===== src/rtl/core/vba_pkg.sv =====
`timescale 1ns / 1ps

package vba_pkg;

   localparam int MAX_DIM    = 64;
   localparam int DIM_W      = $clog2(MAX_DIM + 1);
   localparam int POS_W      = $clog2(MAX_DIM);
   localparam int SLAB_DEPTH = 4096;
   localparam int SLAB_AW    = $clog2(SLAB_DEPTH);
   localparam int SUM_W      = 50;
   localparam int SAMPLE_W   = 32;
   localparam int INDEX_W    = 18;
   localparam int VOL_W      = 3 * POS_W + 1;
   localparam int CSR_IDX_W  = 3;

   localparam logic [CSR_IDX_W-1:0] CSR_FINE_X  = 3'd0;
   localparam logic [CSR_IDX_W-1:0] CSR_FINE_Y  = 3'd1;
   localparam logic [CSR_IDX_W-1:0] CSR_FINE_Z  = 3'd2;
   localparam logic [CSR_IDX_W-1:0] CSR_MERGE_X = 3'd3;
   localparam logic [CSR_IDX_W-1:0] CSR_MERGE_Y = 3'd4;
   localparam logic [CSR_IDX_W-1:0] CSR_MERGE_Z = 3'd5;

   typedef struct packed {
      logic               ready;
      logic               in_box;
      logic               first;
      logic               last;
      logic               last_cell;
      logic [SLAB_AW-1:0] addr;
      logic [INDEX_W-1:0] index;
      logic [VOL_W-1:0]   vol;
   } geom_type;

endpackage


===== src/rtl/core/vba_div.sv =====
`timescale 1ns / 1ps

module vba_div
   import vba_pkg::*;
(
   input  logic                       clock,
   input  logic                       reset,
   input  logic                       start,
   input  logic [SUM_W-1:0]           sum,
   input  logic [VOL_W-1:0]           vol,
   output logic                       busy,
   output logic signed [SAMPLE_W-1:0] result
);

   localparam int CNT_W = $clog2(SUM_W);

   typedef enum logic [1:0] {D_IDLE, D_DIV, D_FIX} state_type;

   state_type            state_ff;
   logic                 neg_ff;
   logic [SUM_W-1:0]     quo_ff;
   logic [VOL_W-2:0]     rem_ff;
   logic [VOL_W-1:0]     vol_ff;
   logic [CNT_W-1:0]     cnt_ff;
   logic [SAMPLE_W-1:0]  result_ff;

   logic [VOL_W-1:0]     trial;
   logic                 ge;
   logic [SUM_W-1:0]     neg_quo;
   logic                 pos_ovf, neg_ovf;

   assign trial   = {rem_ff, quo_ff[SUM_W-1]};
   assign ge      = trial >= vol_ff;
   assign neg_quo = -quo_ff;
   assign pos_ovf = |quo_ff[SUM_W-1:SAMPLE_W-1];
   assign neg_ovf = (|quo_ff[SUM_W-1:SAMPLE_W])
                    || (quo_ff[SAMPLE_W-1] && (|quo_ff[SAMPLE_W-2:0]));

   always_ff @(posedge clock) begin
      if (reset) begin
         state_ff <= D_IDLE;
      end else begin
         unique case (state_ff)
            D_IDLE: begin
               if (start) begin
                  // Divide the magnitude; the sign is put back at the end.
                  neg_ff   <= sum[SUM_W-1];
                  quo_ff   <= sum[SUM_W-1] ? -sum : sum;
                  rem_ff   <= '0;
                  vol_ff   <= vol;
                  cnt_ff   <= '0;
                  state_ff <= D_DIV;
               end
            end
            D_DIV: begin
               rem_ff <= ge ? (VOL_W - 1)'(trial - vol_ff) : (VOL_W - 1)'(trial);
               quo_ff <= {quo_ff[SUM_W-2:0], ge};
               cnt_ff <= cnt_ff + CNT_W'(1);
               if (cnt_ff == CNT_W'(SUM_W - 1)) begin
                  state_ff <= D_FIX;
               end
            end
            D_FIX: begin
               if (neg_ff) begin
                  result_ff <= neg_ovf ? {1'b1, {(SAMPLE_W - 1){1'b0}}}
                                       : neg_quo[SAMPLE_W-1:0];
               end else begin
                  result_ff <= pos_ovf ? {1'b0, {(SAMPLE_W - 1){1'b1}}}
                                       : quo_ff[SAMPLE_W-1:0];
               end
               state_ff <= D_IDLE;
            end
            default: state_ff <= D_IDLE;
         endcase
      end
   end

   assign busy   = (state_ff != D_IDLE);
   assign result = result_ff;

endmodule


===== config.mk =====
export PLATFORM = sky130hd
export DESIGN_NAME = vba_div
export DESIGN_NICKNAME = d
export VERILOG_FILES = /design/src/rtl/core/vba_pkg.sv /design/src/rtl/core/vba_div.sv
export SDC_FILE = /design/constraint.sdc
export NUM_CORES = 1
export LEC_CHECK = 0
export ABC_AREA = 1
export BUFFER_PORTS_ARGS = -buffer_cell sky130_fd_sc_hd__buf_2
export CAP_MARGIN = 5
export CELL_PAD_IN_SITES_DETAIL_PLACEMENT = 0
export CELL_PAD_IN_SITES_GLOBAL_PLACEMENT = 1
export CORE_MARGIN = 8
export CORE_UTILIZATION = 25
export CTS_CLUSTER_DIAMETER = 100
export CTS_CLUSTER_SIZE = 8
export DETAILED_ROUTE_END_ITERATION = 8
export HOLD_SLACK_MARGIN = 0.03
export PLACE_DENSITY = 0.56
export SLEW_MARGIN = 20
export SYNTH_ARGS = -nofsm -noshare
export SYNTH_HDL_FRONTEND = slang
export SYNTH_SLANG_ARGS = --single-unit

===== constraint.sdc =====
create_clock -name clock -period 18.1 [get_ports clock]
set_input_delay 0 -clock clock [delete_from_list [all_inputs] [get_ports clock]]
set_output_delay 0 -clock clock [all_outputs]
set_load 0.01 [all_outputs]

==> Word level (Yosys, flattened, before mapping) <==
Index checks and enable logic that the tools add are counted.
{ "op_classes": {"reduce_logical": 12, "div_mod_pow": 0, "magnitude_cmp": 1, "bitwise": 1, "multipliers": 0, "shifts": 0, "n_addsub": 4, "mux": 14, "n_eq_ne": 5} }
{ "ops": {"columns": ["op", "n"], "rows": [
  ["2-to-1 mux 50 bit", 2],
  ["case mux 50 bit (2 select lines)", 1],
  ["2-to-1 mux 32 bit", 3],
  ["negation 50 bit", 1],
  ["2-to-1 mux 18 bit", 2],
  ["case mux 18 bit (2 select lines)", 1],
  ["negation 32 bit", 1],
  ["OR reduction 31 bit", 1],
  ["greater-or-equal comparator 19 bit", 1],
  ["OR reduction 19 bit", 1],
  ["OR reduction 18 bit", 1],
  ["subtractor 18 bit", 1],
  ["case mux 6 bit (2 select lines)", 1],
  ["adder 6 x 1 -> 6 bit, second input constant", 1],
  ["== test 6 bit, second input constant", 1],
  ["2-to-1 mux 6 bit", 1],
  ["AND reduction 3 bit", 2],
  ["2-to-1 mux 2 bit", 2],
  ["inequality test 2 bit, second input constant", 2],
  ["case mux 2 bit (2 select lines)", 1],
  ["AND reduction 2 bit", 2],
  ["nonzero test 2 bit", 2],
  ["== test 2 x 1 -> 1 bit, second input constant", 1],
  ["== test 2 bit, second input constant", 1],
  ["4 further kinds", 4]
]} }
{ "totals": {"mem_count": 0, "word_cells": 44, "rom_bits": 0, "latch_bits": 0, "ff_bits": 128, "input_bits": 72, "mem_bits_rw": 0} }

==> Longest topological paths before layout <==
Gate-level depths: netlist of the first run.
{ "depth": {"depth_word": 5, "depth_mapped": 15, "depth_no_buf": 15} }

==> Worst setup path after synthesis of the first run <==
OpenSTA, ideal clock, no wires.
{ "synth_path": {"path_type": "reg2reg", "start": "register state_ff[1]", "end": "register state_ff[0]", "n_path_buf": 0, "setup_slack_ns": 11.607, "t_arrival_ns": 6.407, "stages_incl_launch_ff": 3, "cell_sequence": "dfxtp_1 -> a211oi_1 -> a31o_2"} }
{ "synth_between": {"elab_chain_cells": 3} }
{ "synth_lines": {"columns": ["item", "line_no", "rtl"], "rows": [
  ["start: declaration", "vba_div.sv:19", "state_type state_ff;"],
  ["start signal: assignment", "vba_div.sv:41", "state_ff <= D_IDLE;"],
  ["start signal: assignment", "vba_div.sv:52", "state_ff <= D_DIV;"],
  ["start signal: assignment", "vba_div.sv:60", "state_ff <= D_FIX;"],
  ["== test 2 x 1 -> 1 bit or zero test 2 bit (tied branches)", "vba_div.sv:43", "unique case (state_ff)"],
  ["inequality test 2 bit (no source line)", null, null],
  ["AND reduction 2 bit (no source line)", null, null]
]} }
Parallel ways exist; a longest one is shown, timed or not.
A chain may end at the register's enable or synchronous reset.

==> Final worst setup path of the first run <==
{ "layout_path": {"start": "register rem_ff[13]", "end": "register quo_ff[0] (data pin)"} }
{ "layout_between": {"elab_chain_cells": 2} }
{ "layout_lines": {"columns": ["item", "line_no", "rtl"], "rows": [
  ["start: declaration", "vba_div.sv:22", "logic [VOL_W-2:0] rem_ff;"],
  ["start signal: assignment", "vba_div.sv:56", "rem_ff <= ge ? (VOL_W - 1)'(trial - vol_ff) : (VOL_W - 1)'(trial);"],
  ["greater-or-equal comparator 19 bit", "vba_div.sv:33", "assign ge = trial >= vol_ff;"],
  ["case mux 50 bit (2 select lines)", "vba_div.sv:43", null],
  ["end signal: assignment", "vba_div.sv:48", "quo_ff <= sum[SUM_W-1] ? -sum : sum;"],
  ["end signal: assignment", "vba_div.sv:57", "quo_ff <= {quo_ff[SUM_W-2:0], ge};"],
  ["end: declaration", "vba_div.sv:21", "logic [SUM_W-1:0] quo_ff;"]
]} }
No other way between the ends.

==> results of run 1 <==
==> worst min-delay path, stage by stage <==
cell and delay, ns:
buf_2 0.12, xor2_1 0.10, o21ai_0 0.14
==> kinds of logic (layout without fill, tap and decap cells) <==
| family | count (synthesis) | after routing | synth area share |
|---|---|---|---|
| flops | 128 | 128 | 0.426 |
| compound gates | 150 | 150 | 0.0867 |
| fa+ha+maj | 24 | 24 | 0.0343 |
| simple gates | 666 | 666 | 0.319 |
| xor+xnor | 54 | 54 | 0.0527 |
| buf+inv | 187 | 352 | 0.0815 |
==> cell usage after synthesis (all sizes together) <==
cell type  instances  area share
ha                23       0.032
a211oi             1     0.00084
edfxtp           126        0.42
a31o               1     0.00098
or2                3      0.0021
a21oi             25       0.014
a31oi              1     0.00070
inv              159       0.066
nor3              12      0.0067
nand2            346        0.15
clkbuf            18      0.0075
nand3b            10      0.0084
nor2             171       0.076
nand4             24       0.019
fa                 1      0.0022
nor4               2      0.0031
xnor2             13       0.013
o21ai            120       0.068
o21bai             1     0.00084
and3               1     0.00070
dfxtp              2      0.0045
and2               4      0.0028
nand3             93       0.053
xor2              41       0.040
buf               10      0.0075
o211ai             1     0.00084
==> flip-flops by register name, indices dropped and copies added, names as in the netlist <==
signal	flops
result	32
vol_ff	19
cnt_ff	6
rem_ff	18
quo_ff	50
neg_ff	1
state_ff	2
==> through the flow <==
stage / std cells / instance area [sq um] / worst slack [ns] / utilization
6_report: 1835 / 11200 / 15.62 / 0.314
5_1_grt: 1835 / 11200 / 15.37 / 0.314
4_1_cts: 1834 / 11100 / 15.59 / 0.313
3_5_place_dp: 1753 / 10000 / 15.62 / 0.282
3_3_place_gp: 1753 / 10000 / 15.62 / 0.282
2_1_floorplan: 1209 / 8980 / 11.61 / -
==> layout make-up <==
| class | count | area [sq um] | area share |
|---|---|---|---|
| Clock buffer | 17 | 425 | 0.0382 |
| Sequential cell | 128 | 3820 | 0.343 |
| Multi-Input combinational cell | 894 | 4450 | 0.399 |
| Clock inverter | 15 | 190 | 0.0171 |
| Timing Repair Buffer | 161 | 1090 | 0.0978 |
| Tap cell | 461 | 577 | 0.0517 |
| Inverter | 159 | 597 | 0.0535 |
==> where the power goes <==
part | internal, mW | total [mW] | switching, mW
Sequential | 0.350 | 0.364 | 0.0141
Combinational | 0.0575 | 0.164 | 0.107
Clock | 0.210 | 0.369 | 0.158
==> routing by layer <==
metal / part of all wire / wire length, um
met1: 0.50 / 15000
met2: 0.45 / 13400
met3: 0.039 / 1170
met4: 0.015 / 459
met5: 0 / 0
==> final timing paths <==
path,to,slack [ns],cells past startpoint
worst max register to register,quo_ff[0],15.62,7
worst min-delay path,quo_ff[15],0.04,3
worst min register to register,quo_ff[47],0.55,2
worst max-delay path,quo_ff[0],15.62,7
==> impl_results.md, run 1 <==
* CP peak stage delay at 0.42 ns
* Diodes inserted at 0
* Final Total Pwr at 897 uW
* CP top delay family: simple AND/OR/NAND/NOR gates
* Syn_nets at 1305
* H-Tree Depth at 4
* Commonest non-fill, non-tap cell in the layout: nand2_1
* Max-Cap Viols at 0
* First-pass DRT Iterations at 6
* Worst Path Required at 18.23 ns
* Setup crit start: rem_ff[13]
* Seq/Total Area, Yosys at 0.426
* Tcrit/Tclk final at 0.137
* Vias in the first global route at 8138
* Synthesized area per cell at 7.43 sq um
* DRT iter0 DRCs at 517
* Post-route ant nets at 0
* Smallest hold slack at 0.0376 ns
* First-pass GRT wire length at 47.0 mm
* Ys Warns at 0
* Worst Path Arrival at 2.62 ns
* CTS tree: built
* Initial Utilization at 0.253
* Most frequent cells in the layout: 341 x nand2_1, 161 x nor2_1, 155 x inv_1, 126 x edfxtp_1, 104 x buf_2
* WL final at 30.1 mm
* Outcome: complete, no violations
* Critical path type: reg -> reg
* Via/cell ratio at 4.52
* Synthesized flop and latch total at 128
* Area growth syn-to-layout at 24.2%
* Setup tns final at 0 ns
* R2R Path Start: rem_ff[13]
* Initial antenna violation count at 0
* Layout Skew at 0.0108 ns
* Maximum fanout along the worst path at 27
* Worst vdd ir at 0.0000642 V
* Die X-Extent at 206 um
* Final setup fails at 0
* Fin nets at 1457
* Routed wire length per instance at 16.4 um
* GR Overflow Total at 0
* Netlist cell types at 41
* Fmax at 403 MHz
* Final Slew Violations at 0
* Met1 Track Usage GR at 0.203
* Worst Tran Pin Value at 0.901 ns
* Post-cts sizing count at 0
* Hpwl dp at 22.7 mm
* Fin crit period at 2.48 ns
* # DRC at 0
* Area of the core at 35500 sq um
* Worst path bufs/invs at 0
* Port Buffers at 104
* Std-Cell Rows at 69
* DIE AREA at 42200 sq um
* GR Util met3 at 0.0249
* GP Congestion at 0.825
* Power density cells at 80.4 nW/um^2
* Cell Chain, Critical Path: ha_1 -> a21oi_1 -> nand2_1 -> a21oi_2 -> nand4_4 -> nand2_1 -> o21ai_0
* Fillcell total at 3868
* Clk pin slew, worst setup/hold paths at 0.07 ns
* Insertion delay to the later sink of the worst-skew pair at 0.43 ns
* Layout cells sized above 1 at 0.128
* Worst min-delay path class: in -> reg
* Global Route Usage Sum at 0.144
* Via count at 8297
* Synthesized instance count at 1209
* Slowest CP cell: nand4_4
* Setup Buffers After CTS at 0
* Hold_sp: sum[15]
* Most frequent CP cell: nand2_1
* Cts bufs inserted at 17
* Mapped Area at 8980 sq um
* Hold_buf cts at 49
* CTS root buffer: clkbuf_16
* CP Capture Type: register
* Top Usage Layer GRT: met2
* Largest net degree at the start of global routing at 83
* Final hold viol count at 0
* Pleak at 4.89 nW
* Max-slew headroom at 0.399
* GRT met2 Usage at 0.221
* Die height at 206 um
* CP startpoint kind: register
* Clk sink count at 128
* Clock Tree Buf Depth at 2
* RSZ-0062 raised after global routing: false
* Ports at 105
Note: power is estimated with default switching activity, not from simulation.
==> inputs of run 2 (changes only) <==
--- a/config.mk
+++ b/config.mk
@@ -5,7 +5,7 @@
 export SDC_FILE = /design/constraint.sdc
 export NUM_CORES = 1
 export LEC_CHECK = 0
-export ABC_AREA = 1
+export ABC_AREA = 0
 export BUFFER_PORTS_ARGS = -buffer_cell sky130_fd_sc_hd__buf_2
 export CAP_MARGIN = 5
 export CELL_PAD_IN_SITES_DETAIL_PLACEMENT = 0
==> constraint.sdc (replaced) <==
create_clock -name clock -period 2 [get_ports clock]
set_input_delay 0 -clock clock [delete_from_list [all_inputs] [get_ports clock]]
set_output_delay 0 -clock clock [all_outputs]
set_load 0.01 [all_outputs]
==> impl_results.md, run 2 <==
* Hold_sp: sum[47] (was sum[15])
* Final Slew Violations at 0 (unchanged)
* Max-slew headroom at 0.632 (was 0.399)
* # DRC at 0 (unchanged)
* Clk pin slew, worst setup/hold paths at 0.06 ns (was 0.07 ns)
* GR Overflow Total at 0 (unchanged)
* R2R Path Start: quo_ff[27] (was rem_ff[13])
* Worst Tran Pin Value at 0.549 ns (was 0.901 ns)
* Net Switching at 2.54 mW (was 279 uW)
* Hold depth at 3 (unchanged)
* Outcome: complete, but fails checks (was complete, no violations)
* Post-route ant nets at 0 (unchanged)
* Final Total Pwr at 8.55 mW (was 897 uW)
* Critical path type: reg -> reg (unchanged)
* Global Route Usage Sum at 0.141 (was 0.144)
* Port Buffers at 104 (unchanged)
* First-pass GRT wire length at 43.3 mm (was 47.0 mm)
* Ports at 105 (unchanged)
* Die X-Extent at 196 um (was 206 um)
* Std-Cell Rows at 66 (was 69)
* CP Capture Type: register (unchanged)
* DRT iter0 DRCs at 462 (was 517)
* WL final at 27.5 mm (was 30.1 mm)
* Fin nets at 1300 (was 1457)
* Syn_nets at 925 (was 1305)
* Vias in the first global route at 8037 (was 8138)
* Max-Cap Viols at 0 (unchanged)
* Ranking of synthesized cells by area: edfxtp_1 47%, o21ai_0 6.1%, xor2_1 5.7% (was edfxtp_1 42%, nand2_1 14%, nor2_1 6.7%)
* Maximum fanout along the worst path at 5 (was 27)
* CTS tree: built (unchanged)
* Combinational fraction of design power at 0.265 (was 0.183)
* CP startpoint kind: register (unchanged)
* Insertion delay to the later sink of the worst-skew pair at 0.43 ns (about the same)
* Most instantiated library cell after synthesis: edfxtp_1 (was nand2_1)
* Largest register FFs at 50 (unchanged)
* Worst min-delay path class: in -> reg (unchanged)
* Routed wire length per instance at 16.9 um (was 16.4 um)
* Clk sink count at 128 (unchanged)
* DIE AREA at 38400 sq um (was 42200 sq um)
* Most frequent cells after synthesis: 126 x edfxtp_1, 98 x o21ai_0, 71 x nand2_1, 53 x xor2_1, 41 x nor2_1 (was 341 x nand2_1, 161 x nor2_1, 155 x inv_1, 126 x edfxtp_1, 92 x nand3_1)
* Clock Power Share at 0.347 (was 0.411)
* Yosys top cell area share at 0.467 (was 0.421)
* Mapped Area at 8100 sq um (was 8980 sq um)
* Synth area leader: edfxtp_1 (unchanged)
* Final hold viol count at 0 (unchanged)
* WHS Endpoint: quo_ff[47] (was quo_ff[15])
* Seq/Total Area, Yosys at 0.472 (was 0.426)
* Netlist cell types at 65 (was 41)
* Most frequent CP cell: or4_4 (was nand2_1)
* Pleak at 5.07 nW (was 4.89 nW)
* Worst Path Arrival at 2.92 ns (was 2.62 ns)
* First-pass DRT Iterations at 5 (was 6)
* Worst Path Required at 2.30 ns (was 18.23 ns)
* Ys async rst share at 0 (unchanged)
* Filler-free cell count of the finished design at 1625 (was 1835)
* H-Tree Depth at 4 (unchanged)
* Switching portion of total power at 0.297 (was 0.311)
* Most frequent cells in the layout: 228 x buf_4, 126 x edfxtp_1, 104 x buf_2, 77 x o21ai_0, 66 x nand2_1 (was 341 x nand2_1, 161 x nor2_1, 155 x inv_1, 126 x edfxtp_1, 104 x buf_2)
* Pint at 6.00 mW (was 617 uW)
* Fmax at 382 MHz (was 403 MHz)
* CP peak stage delay at 0.54 ns (was 0.42 ns)
* Die height at 196 um (was 206 um)
* Register-to-register setup slack at -0.62 ns (was 15.62 ns)
* CTS root buffer: clkbuf_16 (unchanged)
* Via/cell ratio at 4.82 (was 4.52)
* RSZ-0062 raised after global routing: true (was false)
* Initial Utilization at 0.252 (was 0.253)
* Via count at 7828 (was 8297)
* Initial antenna violation count at 4 (was 0)
* Synthesized instance count at 829 (was 1209)
* Top reg by flops: quo_ff (unchanged)
* Seq pwr share at 0.388 (was 0.406)
* Fin crit period at 2.62 ns (was 2.48 ns)
* Cell Chain, Critical Path: or4_4 -> or4_4 -> o31ai_4 -> buf_6 -> nand3_4 -> buf_4 -> nor3b_2 -> a211o_1 (was ha_1 -> a21oi_1 -> nand2_1 -> a21oi_2 -> nand4_4 -> nand2_1 -> o21ai_0)
* Worst reg2reg endpoint: result[23] (was quo_ff[0])
* Layout cells sized above 1 at 0.468 (was 0.128)
* Power density cells at 648 nW/um^2 (was 80.4 nW/um^2)
* Setup tns final at -22.56 ns (was 0 ns)
* Largest net degree at the start of global routing at 89 (was 83)
* Cts bufs inserted at 17 (unchanged)
* Worst vdd ir at 0.000552 V (was 0.0000642 V)
* Clock Tree Buf Depth at 2 (unchanged)
* Synthesized flop and latch total at 128 (unchanged)
* Slowest CP cell: or4_4 (was nand4_4)
* GP Congestion at 0.791 (was 0.825)
* Failing checks: setup timing
* Fillcell total at 3178 (was 3868)
* Worst path bufs/invs at 2 (was 0)
* Synth Flop Type: edfxtp_1 (unchanged)
* CP top delay family: simple AND/OR/NAND/NOR gates (unchanged)
* Hpwl dp at 20.3 mm (was 22.7 mm)
* Area growth syn-to-layout at 62.8% (was 24.2%)
* Synthesized area per cell at 9.77 sq um (was 7.43 sq um)
* Final setup margin at -0.618 ns (was 15.62 ns)
* Final setup fails at 51 (was 0)
* Tcrit/Tclk final at 1.31 (was 0.137)
* Placed Cells at 1528 (was 1753)
* Layout Skew at 0.00962 ns (was 0.0108 ns)
* R2r worst-path depth at 8 (was 7)
* Area of the core at 32200 sq um (was 35500 sq um)
* Ys Warns at 0 (unchanged)
* Smallest hold slack at 0.0286 ns (was 0.0376 ns)
* Number of synthesized flops with an enable pin at 126 (unchanged)
* Commonest non-fill, non-tap cell in the layout: buf_4 (was nand2_1)
-- run 2: logic make-up after synthesis --
kind of cell / count (synthesis) / synth area share
multiplexers: 1 / 0.00124
AND/OR/NAND/NOR: 271 / 0.173
XOR/XNOR: 61 / 0.0659
AO/OA/AOI/OAI: 263 / 0.210
flip-flops: 128 / 0.472
adder cells (fa/ha/maj): 24 / 0.0380
buffers and inverters: 81 / 0.0397
-- run 2: what timing repair did --
| item | CTS | global route |
|---|---|---|
| hold buffers | 33 | 0 |
| cloned | 1 | 2 |
| pin swaps | 28 | 47 |
| gates resized for setup | 76 | 80 |
| hold endpoints to repair | 34 | 0 |
| setup buffers | 21 | 13 |
| endpoints found under the setup margin | 51 | 61 |
-- run 2: tightest hold or removal path, stage by stage --
cell	delay, ns
buf_2	0.11
xor2_1	0.08
o21ai_0	0.15
-- run 2: power groups by stage --
stage / clock network (mW) / logic, mW / registers, mW
floorplan: 0 / 1.00 / 3.37
global placement: 0 / 1.90 / 3.36
detailed placement: 0 / 1.91 / 3.36
CTS: 3.05 / 2.13 / 3.31
global route: 3.13 / 2.49 / 3.34
finish: 2.97 / 2.26 / 3.32
-- run 2: how the worst max path moves through the flow --
stage                from         end  slack, ns  cells past startpoint
6_report       quo_ff[27]  result[23]      -0.62                      8
5_1_grt        quo_ff[27]  result[23]      -0.70                      8
4_1_cts        quo_ff[27]  result[28]      -0.57                      6
3_5_place_dp    quo_ff[0]  result[11]      -0.67                      8
3_3_place_gp   quo_ff[27]  result[22]      -0.63                      6
2_1_floorplan  quo_ff[11]  result[30]      -0.65                      7
-- run 2: area by class of cell --
type | count | area, sq um | share of cell area
inverter | 37 | 139 | 0.0105
sequential | 128 | 3830 | 0.290
antenna | 1 | 2.50 | 0.000190
multi-input combinational | 621 | 5100 | 0.387
clock inverter | 14 | 119 | 0.00901
clock buffer | 17 | 425 | 0.0322
tap | 408 | 510 | 0.0387
timing repair buffer | 399 | 3070 | 0.233
-- run 2: per-stage QoR --
stage,util,worst slack (ns),cell area [sq um]
global route,0.410,-0.703,13200
finish,0.410,-0.618,13200
detailed placement,0.352,-0.672,11300
CTS,0.395,-0.572,12700
global placement,0.352,-0.632,11300
floorplan,-,-0.652,8660
-- run 2: metal layers --
metal | up-vias | wire [um] | share of wire | global-route usage
met4 | 4 | 422 | 0.015 | 0.0396
met1 | 3726 | 13100 | 0.48 | 0.188
met3 | 34 | 1080 | 0.039 | 0.0291
met2 | 138 | 12800 | 0.47 | 0.230
met5 | - | 26 | 0.00095 | 0
li1 | 3926 | - | - | -
==> inputs of run 3 (changes only) <==
--- a/config.mk
+++ b/config.mk
@@ -8,15 +8,13 @@
 export ABC_AREA = 0
 export BUFFER_PORTS_ARGS = -buffer_cell sky130_fd_sc_hd__buf_2
 export CAP_MARGIN = 5
-export CELL_PAD_IN_SITES_DETAIL_PLACEMENT = 0
-export CELL_PAD_IN_SITES_GLOBAL_PLACEMENT = 1
 export CORE_MARGIN = 8
 export CORE_UTILIZATION = 25
 export CTS_CLUSTER_DIAMETER = 100
 export CTS_CLUSTER_SIZE = 8
 export DETAILED_ROUTE_END_ITERATION = 8
 export HOLD_SLACK_MARGIN = 0.03
-export PLACE_DENSITY = 0.56
+export PLACE_DENSITY = 0.4
 export SLEW_MARGIN = 20
 export SYNTH_ARGS = -nofsm -noshare
 export SYNTH_HDL_FRONTEND = slang
==> impl_results.md, run 3 (synthesis results as in run 2) <==
* Pint at 6.04 mW (was 6.00 mW)
* Commonest non-fill, non-tap cell in the layout: buf_4 (unchanged)
* Net Switching at 2.40 mW (was 2.54 mW)
* Worst min-delay path class: in -> reg (unchanged)
* CTS tree: built (unchanged)
* Vias in the first global route at 7838 (was 8037)
* Clk pin slew, worst setup/hold paths at 0.06 ns (about the same)
* Largest net degree at the start of global routing at 89 (unchanged)
* Die height at 196 um (unchanged)
* WL final at 27.6 mm (was 27.5 mm)
* Critical path type: reg -> reg (unchanged)
* Most frequent CP cell: or4_4 (unchanged)
* Insertion delay to the later sink of the worst-skew pair at 0.42 ns (was 0.43 ns)
* Pleak at 5.03 nW (was 5.07 nW)
* Setup crit start: quo_ff[11] (was quo_ff[27])
* Slowest CP cell: or4_4 (unchanged)
* Fmax at 390 MHz (was 382 MHz)
* Fin crit period at 2.57 ns (was 2.62 ns)
* Hpwl dp at 20.6 mm (was 20.3 mm)
* Clock Power Share at 0.354 (was 0.347)
* CTS root buffer: clkbuf_16 (unchanged)
* Global Route Usage Sum at 0.142 (was 0.141)
* Area growth syn-to-layout at 61.6% (was 62.8%)
* CP top delay family: simple AND/OR/NAND/NOR gates (unchanged)
* Smallest hold slack at 0.0391 ns (was 0.0286 ns)
* Final setup fails at 51 (unchanged)
* Worst Tran Pin Value at 0.431 ns (was 0.549 ns)
* Std-Cell Rows at 66 (unchanged)
* Layout cells sized above 1 at 0.464 (was 0.468)
* Routed wire length per instance at 17.0 um (was 16.9 um)
* Worst path bufs/invs at 0 (was 2)
* GR Overflow Total at 0 (unchanged)
* DRT iter0 DRCs at 297 (was 462)
* First-pass GRT wire length at 43.0 mm (was 43.3 mm)
* Outcome: complete, but fails checks (unchanged)
* Maximum fanout along the worst path at 3 (was 5)
* CP Capture Type: register (unchanged)
* Combinational fraction of design power at 0.254 (was 0.265)
* Top reg by flops: quo_ff (unchanged)
* Worst vdd ir at 0.000516 V (was 0.000552 V)
* Via/cell ratio at 4.83 (was 4.82)
* Failing checks: setup timing (unchanged)
* Layout Skew at 0.0108 ns (was 0.00962 ns)
* R2r worst-path depth at 6 (was 8)
* Max-slew headroom at 0.713 (was 0.632)
* Initial antenna violation count at 0 (was 4)
* Final setup margin at -0.565 ns (was -0.618 ns)
* Seq pwr share at 0.392 (was 0.388)
* Cell Chain, Critical Path: or4_4 -> or4_4 -> or2_4 -> or3_4 -> o311a_1 -> o21ai_1 (was or4_4 -> or4_4 -> o31ai_4 -> buf_6 -> nand3_4 -> buf_4 -> nor3b_2 -> a211o_1)
* # DRC at 0 (unchanged)
* CP startpoint kind: register (unchanged)
* Post-route ant nets at 0 (unchanged)
* R2R Path Start: quo_ff[11] (was quo_ff[27])
* Max-Cap Viols at 0 (unchanged)
* Worst Path Arrival at 2.84 ns (was 2.92 ns)
* Switching portion of total power at 0.284 (was 0.297)
* Worst Path Required at 2.28 ns (was 2.30 ns)
* Clock Tree Buf Depth at 2 (unchanged)
* CP peak stage delay at 0.54 ns (about the same)
* Cts bufs inserted at 17 (unchanged)
* Fillcell total at 3193 (was 3178)
* Register-to-register setup slack at -0.57 ns (was -0.62 ns)
* Via count at 7821 (was 7828)
* Port Buffers at 104 (unchanged)
* Tcrit/Tclk final at 1.28 (was 1.31)
* Clk sink count at 128 (unchanged)
* Largest register FFs at 50 (unchanged)
* Diodes inserted at 0 (was 1)
* Ports at 105 (unchanged)
* Area of the core at 32200 sq um (unchanged)
* Power density cells at 645 nW/um^2 (was 648 nW/um^2)
* Die X-Extent at 196 um (unchanged)
* Most frequent cells in the layout: 223 x buf_4, 126 x edfxtp_1, 103 x buf_2, 75 x o21ai_0, 67 x nand2_1 (was 228 x buf_4, 126 x edfxtp_1, 104 x buf_2, 77 x o21ai_0, 66 x nand2_1)
* Worst reg2reg endpoint: result[30] (was result[23])
* GP Congestion at 0.805 (was 0.791)
* Levels on crit path at 6 (was 8)
* Final hold viol count at 0 (unchanged)
* Final Slew Violations at 0 (unchanged)
* Utilization after layout at 0.407 (was 0.410)
* Initial Utilization at 0.252 (unchanged)
* H-Tree Depth at 4 (unchanged)
* First-pass DRT Iterations at 4 (was 5)
* DIE AREA at 38400 sq um (unchanged)
* Crit path to: result[30] (was result[23])
* Fin nets at 1293 (was 1300)
* RSZ-0062 raised after global routing: true (unchanged)
==> run 3: area by class of cell <==
cell class / count / area (sq um) / share of cell area
clock buffers: 20 / 437 / 0.0333
clock inverters: 12 / 118 / 0.00898
inverters: 37 / 139 / 0.0106
multi-input cells: 621 / 5080 / 0.388
flip-flops and latches: 128 / 3830 / 0.292
well taps: 408 / 510 / 0.0390
repair buffers: 392 / 2990 / 0.228
==> run 3: layer usage <==
layer	share of wire	vias to the layer above	routed length, um	track usage
li1	-	3914	-	-
met5	0	-	0	0
met4	0.014	0	388	0.0413
met3	0.031	25	850	0.0262
met1	0.46	3750	12600	0.179
met2	0.50	132	13700	0.244
==> run 3: tightest hold or removal path: stages <==
cell and delay (ns):
buf_2 0.14, xor2_1 0.08, o21ai_0 0.13
==> run 3: what timing repair did <==
action	4_1_cts	5_1_grt
buffers inserted	10	13
gates resized for setup	80	77
pin swaps	32	41
hold buffers	35	0
endpoints found under the setup margin	51	69
endpoints found under the hold margin	36	0
gates cloned	2	1
==> run 3: through the flow <==
step | setup TNS [ns] | cells | setup slack [ns] | cell area (sq um) | power, mW
2_1_floorplan | -65.92 | 829 | -0.652 | 8660 | 4.37
3_3_place_gp | -31.42 | 1529 | -0.638 | 11300 | 5.24
3_5_place_dp | -32.41 | 1529 | -0.686 | 11300 | 5.24
4_1_cts | -20.68 | 1607 | -0.597 | 12600 | 8.45
5_1_grt | -24.69 | 1618 | -0.641 | 13100 | 8.87
6_report | -20.08 | 1618 | -0.565 | 13100 | 8.44
==> run 3: how the worst min path moves through the flow <==
| stage | startpoint | cells past startpoint | to |
|---|---|---|---|
| floorplan | sum[49] | 0 | neg_ff |
| global placement | vol[9] | 1 | vol_ff[9] |
| detailed placement | vol[11] | 1 | vol_ff[11] |
| CTS | sum[6] | 3 | quo_ff[6] |
| global route | sum[0] | 3 | quo_ff[0] |
| finish | sum[6] | 3 | quo_ff[6] |
==> run 3: power groups by stage <==
stage,combinational [mW],clock (mW),sequential [mW]
finish,2.14,2.99,3.31
CTS,2.05,3.09,3.31
floorplan,1.00,0,3.37
global route,2.36,3.19,3.33
detailed placement,1.88,0,3.36
global placement,1.88,0,3.36
